## src/rtl/core/dtbm_pkg.sv

```systemverilog
// ----------------------------------------------------------------------------
// Dual tint blend color mixer package
// Widths, constants, register indexes and shared types.
// ----------------------------------------------------------------------------
package dtbm_pkg;

  localparam int unsigned ChanW  = 5;
  localparam int unsigned KW     = 6;
  localparam int unsigned ArgW   = 8;
  localparam int unsigned ProdW  = 14;
  localparam int unsigned SW     = 9;
  localparam int unsigned WgtW   = 9;
  localparam int unsigned MixPW  = 20;
  localparam int unsigned CfgIdxW = 3;
  localparam int unsigned CfgDataW = 24;

  localparam logic [15:0]      LightColor = 16'h3F9F;
  localparam logic [KW-1:0]    TintCoeff  = 6'd16;
  localparam logic [ChanW-1:0] ChanMax    = 5'd31;
  localparam logic [WgtW-1:0]  WeightRst  = 9'd256;

  localparam logic [CfgIdxW-1:0] RegFirstColor  = 3'd0;
  localparam logic [CfgIdxW-1:0] RegFirstTint   = 3'd1;
  localparam logic [CfgIdxW-1:0] RegFirstCoeff  = 3'd2;
  localparam logic [CfgIdxW-1:0] RegSecondColor = 3'd3;
  localparam logic [CfgIdxW-1:0] RegSecondTint  = 3'd4;
  localparam logic [CfgIdxW-1:0] RegSecondCoeff = 3'd5;
  localparam logic [CfgIdxW-1:0] RegMixWeight   = 3'd6;

  // one setting, resolved for the current item
  typedef struct packed {
    logic                      tint;
    logic [KW-1:0]             k;
    logic [2:0][ArgW-1:0]      arg;   // tint factor or zero-extended target
  } dtbm_set_t;

  typedef logic signed [SW-1:0] dtbm_sval_t;

endpackage

```

## src/rtl/core/dtbm_setting.sv

```systemverilog
// ----------------------------------------------------------------------------
// Dual tint blend color mixer setting lane
// Two stages: per-channel multiply, then shift/add or tint scale.
// ----------------------------------------------------------------------------
module dtbm_setting import dtbm_pkg::*; (
  input  logic                   clk_i,
  input  dtbm_set_t              set_i,
  input  logic [2:0][ChanW-1:0]  chan_i,
  output dtbm_sval_t             s_o [3]
);

  logic                         tint_q;
  logic [2:0][ChanW-1:0]        chan_q;
  logic signed [ProdW-1:0]      prod_d [3];
  logic signed [ProdW-1:0]      prod_q [3];
  dtbm_sval_t                   s_d [3];
  dtbm_sval_t                   s_q [3];

  always_comb begin
    for (int i = 0; i < 3; i++) begin
      logic signed [KW-1:0]  diff;
      logic signed [KW:0]    ks;
      logic [12:0]           tp;
      diff = signed'({1'b0, set_i.arg[i][ChanW-1:0]}) - signed'({1'b0, chan_i[i]});
      ks   = signed'({1'b0, set_i.k});
      tp   = 13'(set_i.arg[i]) * 13'(chan_i[i]);
      if (set_i.tint) begin
        prod_d[i] = signed'({1'b0, tp});
      end else begin
        prod_d[i] = ProdW'(diff * ks);
      end
    end
  end

  always_ff @(posedge clk_i) begin
    tint_q <= set_i.tint;
    chan_q <= chan_i;
    for (int i = 0; i < 3; i++) begin
      prod_q[i] <= prod_d[i];
    end
  end

  // tint product stays below 2^13, so bits 12:8 never exceed ChanMax
  always_comb begin
    for (int i = 0; i < 3; i++) begin
      logic signed [ProdW-6:0] sh;
      sh = (ProdW-5)'(prod_q[i] >>> 5);
      if (tint_q) begin
        s_d[i] = SW'({1'b0, prod_q[i][12:8]});
      end else begin
        s_d[i] = SW'(signed'({1'b0, chan_q[i]})) + SW'(sh);
      end
    end
  end

  always_ff @(posedge clk_i) begin
    for (int i = 0; i < 3; i++) begin
      s_q[i] <= s_d[i];
    end
  end

  assign s_o = s_q;

endmodule

```

## src/rtl/core/dtbm_mix.sv

```systemverilog
// ----------------------------------------------------------------------------
// Dual tint blend color mixer final mix
// Weighted mix of both setting results, clamp and pack, or source bypass; output register.
// ----------------------------------------------------------------------------
module dtbm_mix import dtbm_pkg::*; (
  input  logic             clk_i,
  input  logic             rst_ni,
  input  logic             valid_i,
  input  logic             bypass_i,
  input  logic [15:0]      src_i,
  input  logic [WgtW-1:0]  weight_i,
  input  dtbm_sval_t       s0_i [3],
  input  dtbm_sval_t       s1_i [3],
  output logic             done_o,
  output logic [15:0]      color_o
);

  logic                     valid_q;
  logic                     bypass_q;
  logic [15:0]              src_q;
  logic signed [MixPW-1:0]  prod_d [3];
  logic signed [MixPW-1:0]  prod_q [3];
  dtbm_sval_t               s1_q [3];
  logic                     done_q;
  logic [15:0]              color_d;
  logic [15:0]              color_q;

  always_comb begin
    for (int i = 0; i < 3; i++) begin
      logic signed [SW:0]   diff;
      logic signed [WgtW:0] ws;
      diff = (SW+1)'(s0_i[i]) - (SW+1)'(s1_i[i]);
      ws   = signed'({1'b0, weight_i});
      prod_d[i] = MixPW'(diff * ws);
    end
  end

  always_ff @(posedge clk_i or negedge rst_ni) begin
    if (!rst_ni) begin
      valid_q <= 1'b0;
      done_q  <= 1'b0;
    end else begin
      valid_q <= valid_i;
      done_q  <= valid_q;
    end
  end

  always_ff @(posedge clk_i) begin
    bypass_q <= bypass_i;
    src_q    <= src_i;
    for (int i = 0; i < 3; i++) begin
      prod_q[i] <= prod_d[i];
      s1_q[i]   <= s1_i[i];
    end
  end

  always_comb begin
    color_d = '0;
    for (int i = 0; i < 3; i++) begin
      logic signed [MixPW-9:0] sh;
      logic signed [MixPW-8:0] v;
      sh = (MixPW-8)'(prod_q[i] >>> 8);
      v  = (MixPW-7)'(s1_q[i]) + (MixPW-7)'(sh);
      if (v < 0) begin
        color_d[5*i +: 5] = '0;
      end else if (v > signed'((MixPW-7)'(ChanMax))) begin
        color_d[5*i +: 5] = ChanMax;
      end else begin
        color_d[5*i +: 5] = v[ChanW-1:0];
      end
    end
    if (bypass_q) begin
      color_d = src_q;
    end
  end

  always_ff @(posedge clk_i) begin
    color_q <= color_d;
  end

  assign done_o  = done_q;
  assign color_o = color_q;

endmodule

```

## src/rtl/core/dual_tint_blend_color_mixer_unit.sv

```systemverilog
// ----------------------------------------------------------------------------
// Dual tint blend color mixer unit
// Applies two blend/tint settings to an RGB555 palette entry and mixes them.
// ----------------------------------------------------------------------------
// One item is taken in every cycle and its result shows on mixed_color_o with
// done_o once it has passed the five-stage pipeline, for exactly one cycle. The
// pipeline (decode, multiply, shift/add, mix multiply, clamp) never stalls, so
// busy_o stays low and results cannot be held off. Register writes are taken
// in every cycle; change registers only while no item is in flight.
module dual_tint_blend_color_mixer_unit import dtbm_pkg::*; (
  input  logic                 clk_i,
  input  logic                 rst_ni,
  input  logic                 start_i,
  output logic                 busy_o,
  input  logic [15:0]          source_color_i,
  input  logic [15:0]          palette_base_color_i,
  input  logic                 is_entry_zero_i,
  output logic                 done_o,
  output logic [15:0]          mixed_color_o,
  input  logic                 cfg_valid_i,
  output logic                 cfg_ready_o,
  input  logic [CfgIdxW-1:0]   cfg_index_i,
  input  logic [CfgDataW-1:0]  cfg_data_i
);

  logic [23:0]       first_color_q, second_color_q;
  logic              first_tint_q, second_tint_q;
  logic [4:0]        first_coeff_q, second_coeff_q;
  logic [WgtW-1:0]   weight_q;

  logic              accept;
  logic              special;
  logic [15:0]       target;
  dtbm_set_t         set0_d, set1_d, set0_q, set1_q;
  logic [2:0][ChanW-1:0] chan_q;

  logic              valid_a_q, valid_b_q, valid_c_q;
  logic              bypass_a_q, bypass_b_q, bypass_c_q;
  logic [15:0]       src_a_q, src_b_q, src_c_q;

  dtbm_sval_t        s0 [3];
  dtbm_sval_t        s1 [3];

  assign cfg_ready_o = 1'b1;
  assign busy_o      = 1'b0;
  assign accept      = start_i && !busy_o;

  always_ff @(posedge clk_i or negedge rst_ni) begin
    if (!rst_ni) begin
      first_color_q  <= '0;
      first_tint_q   <= 1'b0;
      first_coeff_q  <= '0;
      second_color_q <= '0;
      second_tint_q  <= 1'b0;
      second_coeff_q <= '0;
      weight_q       <= WeightRst;
    end else if (cfg_valid_i && cfg_ready_o) begin
      unique case (cfg_index_i)
        RegFirstColor:  first_color_q  <= cfg_data_i[23:0];
        RegFirstTint:   first_tint_q   <= cfg_data_i[0];
        RegFirstCoeff:  first_coeff_q  <= cfg_data_i[4:0];
        RegSecondColor: second_color_q <= cfg_data_i[23:0];
        RegSecondTint:  second_tint_q  <= cfg_data_i[0];
        RegSecondCoeff: second_coeff_q <= cfg_data_i[4:0];
        RegMixWeight:   weight_q       <= cfg_data_i[WgtW-1:0];
        default: ;
      endcase
    end
  end

  // decode: special entries blend toward entry 0 or the light color
  assign special = source_color_i[15];
  assign target  = palette_base_color_i[15] ? palette_base_color_i : LightColor;

  always_comb begin
    set0_d.tint = first_tint_q && !special;
    set1_d.tint = second_tint_q && !special;
    set0_d.k    = first_tint_q ? TintCoeff : {first_coeff_q, 1'b0};
    set1_d.k    = second_tint_q ? TintCoeff : {second_coeff_q, 1'b0};
    for (int i = 0; i < 3; i++) begin
      if (special) begin
        set0_d.arg[i] = ArgW'(target[5*i +: 5]);
        set1_d.arg[i] = ArgW'(target[5*i +: 5]);
      end else begin
        set0_d.arg[i] = first_tint_q ? first_color_q[8*i +: 8]
                                     : ArgW'(first_color_q[5*i +: 5]);
        set1_d.arg[i] = second_tint_q ? second_color_q[8*i +: 8]
                                      : ArgW'(second_color_q[5*i +: 5]);
      end
    end
  end

  always_ff @(posedge clk_i or negedge rst_ni) begin
    if (!rst_ni) begin
      valid_a_q <= 1'b0;
      valid_b_q <= 1'b0;
      valid_c_q <= 1'b0;
    end else begin
      valid_a_q <= accept;
      valid_b_q <= valid_a_q;
      valid_c_q <= valid_b_q;
    end
  end

  always_ff @(posedge clk_i) begin
    set0_q     <= set0_d;
    set1_q     <= set1_d;
    for (int i = 0; i < 3; i++) begin
      chan_q[i] <= source_color_i[5*i +: 5];
    end
    bypass_a_q <= is_entry_zero_i;
    bypass_b_q <= bypass_a_q;
    bypass_c_q <= bypass_b_q;
    src_a_q    <= source_color_i;
    src_b_q    <= src_a_q;
    src_c_q    <= src_b_q;
  end

  dtbm_setting u_set0 (
    .clk_i  (clk_i),
    .set_i  (set0_q),
    .chan_i (chan_q),
    .s_o    (s0)
  );

  dtbm_setting u_set1 (
    .clk_i  (clk_i),
    .set_i  (set1_q),
    .chan_i (chan_q),
    .s_o    (s1)
  );

  dtbm_mix u_mix (
    .clk_i    (clk_i),
    .rst_ni   (rst_ni),
    .valid_i  (valid_c_q),
    .bypass_i (bypass_c_q),
    .src_i    (src_c_q),
    .weight_i (weight_q),
    .s0_i     (s0),
    .s1_i     (s1),
    .done_o   (done_o),
    .color_o  (mixed_color_o)
  );

endmodule

```

## config.mk

```make
export PLATFORM = sky130hd
export DESIGN_NAME = dual_tint_blend_color_mixer_unit
export DESIGN_NICKNAME = d
export VERILOG_FILES = /design/src/rtl/core/dtbm_pkg.sv /design/src/rtl/core/dtbm_setting.sv /design/src/rtl/core/dtbm_mix.sv /design/src/rtl/core/dual_tint_blend_color_mixer_unit.sv
export SDC_FILE = /design/constraint.sdc
export NUM_CORES = 2
export LEC_CHECK = 0
export ABC_AREA = 1
export BUFFER_PORTS_ARGS = -buffer_cell sky130_fd_sc_hd__buf_2
export CORE_UTILIZATION = 58
export DETAILED_ROUTE_END_ITERATION = 16
export PLACE_DENSITY = 0.78
export SYNTH_ARGS = -nofsm -noshare
export SYNTH_HDL_FRONTEND = slang
export SYNTH_HIERARCHICAL = 1
export SYNTH_SLANG_ARGS = --single-unit
```

## constraint.sdc

```tcl
create_clock -name clk_i -period 12.4 [get_ports clk_i]
set_input_delay 2.48 -clock clk_i [delete_from_list [all_inputs] [get_ports clk_i]]
set_output_delay 2.48 -clock clk_i [all_outputs]
set_load 0.02 [all_outputs]
```

==> results.yml <==
routing:
  drt-initial-drc-count: 2627
  drc: 0
  vias: 36673
  viasPerCell: 5.34
  wirelength_mm: 108
  routedWlPerCell_um: 15.7
  ant_nets: 0
  dr.pass1.iters: 7
critical_path:
  crit_required_ns: 12.91
  path_buf_inv: 5
  worst_setup_path_start_kind: "flop"
  cpMaxStageDelayCell: "fa_1"
  reg2regPathDepth: 29
  cp_common_cell: "nand2_1"
  critPathMaxFanout: 5
  critPathCaptureType: "flop"
  critPathKind: "flop to flop"
  max_stage_delay_ns: 0.54
  crit_family: "adder cells"
  arrival_ns: 6.66
  cp_num_cells: 29
layout:
  syn_to_final_growth_pct: 6.90
  drive_above_1_share: 0.0504
  num-fill-cells: 6542
  final_nets: 6937
clock_tree:
  cts_root_buffer: "clkbuf_16"
  insertion_delay_ns: 0.61
  post_cts_buffers: 0
  ctsHoldBuffers: 0
  cts_sinks: 421
  cts_buffer_depth: 3
  ctsResizeCount: 0
  clkTransAtPathRegs_ns: 0.06
  cts_buffers: 46
  tritoncts: "done"
  h-tree-depth: 2
synth:
  syn-instance-count: 5805
  yosysUniqueCellTypes: 57
  ys.flop_type: "dfxtp_1"
  synth_warnings: 6
  async_flop_share: 0.176
  yosysSeqAreaShare: 0.201
  synth-edff-count: 0
  synth_area_per_cell_um2: 7.54
  synth-seq-cells: 421
  syn-cell-area_um2: 43700
floorplanning:
  die_h_um: 277
  io_pins: 83
  die_w_um: 277
  num_rows: 100
  start_util: 0.587
  dieArea_um2: 76500
  coreArea_um2: 74600
worst_hold_path:
  min_path_type: "flop to flop"
  hold-path-cell-count: 0
placement:
  dp_hpwl_mm: 86.2
  place_congestion: 0.929
  post-place-ws_ns: 6.30
  portBuffers: 80
global_route:
  grt_pass1_wl_mm: 177
  overflow: 0
  grtUsageTotal: 0.284
  antenna_found_initial: 4
  grt_pass1_vias: 36129
  grt_max_degree: 75
timing:
  finalMaxSlewViolations: 0
  setup_viol: 0
  postLayoutSetupSlackWorst_ns: 6.25
  min_period_ns: 6.15
  max_slew_margin: 0.192
  tightest_slew_ns: 1.21
  tns_ns: 0
  post-route-period-util: 0.496
  max_freq_mhz: 163
  fin_skew_ns: 0.0212
  rsz0062_at_grt: "false"
  hold_violations: 0
status:
  status: "completed"
job:
  max-cap-violations: 0
-- Yosys cell counts, types with 46 or more instances --
library cell | n | area share
nand2_1 | 1547 | 0.13
a21oi_1 | 243 | 0.028
xor2_1 | 46 | 0.0092
clkbuf_1 | 72 | 0.0062
dfxtp_1 | 347 | 0.16
nand3_1 | 298 | 0.034
fa_1 | 437 | 0.20
ha_1 | 577 | 0.17
dfrtp_1 | 73 | 0.042
o21ai_0 | 132 | 0.015
inv_1 | 1169 | 0.10
nor2_1 | 427 | 0.037
-- kinds of logic (layout without fill, tap and decap cells) --
group	after synthesis	after routing	synth area share
AO/OA/AOI/OAI	526	526	0.0681
XOR/XNOR	94	94	0.0204
adder cells (fa/ha/maj)	1014	1014	0.365
buffers and inverters	1293	1375	0.113
flip-flops	421	421	0.201
other	2	15	0.000172
AND/OR/NAND/NOR	2455	2455	0.232
-- through the flow --
| stage | hold slack [ns] | area, um2 | std cells | util |
|---|---|---|---|---|
| after floorplan | 0.310 | 43800 | 5815 | - |
| after global placement | 0.310 | 45100 | 6780 | 0.604 |
| after detailed placement | 0.312 | 45100 | 6780 | 0.604 |
| after CTS | 0.326 | 46800 | 6866 | 0.627 |
| after global routing | 0.328 | 46800 | 6868 | 0.627 |
| final | 0.326 | 46800 | 6869 | 0.627 |
-- worst register-to-register path: cells and delay by family (launching register included) --
kind            cells  cell delay, ns
fa+ha+maj           8            3.44
simple gates       12            1.33
compound gates      4            0.61
buf+inv             5            0.36
flops               1            0.31
-- worst paths after layout --
check                               from                  end  slack [ns]
hold reg to reg               src_c_q[1]       u_mix/src_q[1]        0.33
setup reg to reg           u_set0/s_o[0]  u_mix/prod_q[0][58]        6.25
setup / recovery           u_set0/s_o[0]  u_mix/prod_q[0][58]        6.25
hold / removal                src_c_q[1]       u_mix/src_q[1]        0.33
min in group asynchronous         rst_ni    first_color_q[10]        2.03
max in group asynchronous         rst_ni          weight_q[3]        9.73
-- registers in the layout (all words and copies together), names as in the netlist, 5 cells and up --
| name | count |
|---|---|
| u_mix/prod_q | 36 |
| set0_q | 30 |
| set1_q | 30 |
| u_mix/s1_q | 27 |
| u_set0/prod_q | 27 |
| u_set0/s_o | 27 |
| u_set1/prod_q | 27 |
| u_set1/s_o | 27 |
| first_color_q | 24 |
| second_color_q | 24 |
| src_a_q | 16 |
| src_b_q | 16 |
| src_c_q | 16 |
| u_mix/color_o | 16 |
| u_mix/src_q | 16 |
| u_set0/chan_q | 15 |
| u_set1/chan_q | 15 |
| weight_q | 9 |
| first_coeff_q | 5 |
| second_coeff_q | 5 |
-- layer usage --
layer | vias to the layer above | GRT usage | share of wire | routed length, um
met2 | 1117 | 0.486 | 0.47 | 51100
met4 | 2 | 0.0859 | 0.030 | 3190
li1 | 17951 | - | - | -
met1 | 17415 | 0.375 | 0.44 | 46900
met5 | - | 0 | 0.00012 | 13
met3 | 188 | 0.0344 | 0.061 | 6620
-- final cells by class --
type                            instances  area, um2  share of cell area
Tap cell                              969       1210              0.0259
Antenna cell                            3       7.51            0.000161
Timing Repair Buffer                  106        598              0.0128
Multi-Input combinational cell       4101      30000               0.642
Clock buffer                           59       1320              0.0283
Inverter                             1183       4440              0.0949
Sequential cell                       421       8800               0.188
Clock inverter                         27        363             0.00776
-- cells in the final DEF, fill, tap and decap left out, types with 16 or more instances in the layout --
cell       netlist  layout
nand4_1         41      41
o21ai_1         16      16
fa_1           437     437
a21o_1          24      24
nor2_1         427     427
nor3_1          21      21
ha_1           577     577
xor2_1          46      46
o21ai_0        132     132
o21bai_1        26      26
o21a_1          17      17
xnor2_1         41      41
nand3b_1        41      41
nand3_1        298     298
nand2_1       1547    1547
inv_1         1169    1169
dfrtp_1         73      73
clkbuf_16        0      47
or2_2           34      34
dfxtp_1        347     346
a31oi_1         22      22
buf_4            8      27
buf_2           16      79
a21oi_1        243     243
Power is not shown: default switching activity piles up to over one toggle a cycle in this logic, so the estimate is an artifact.
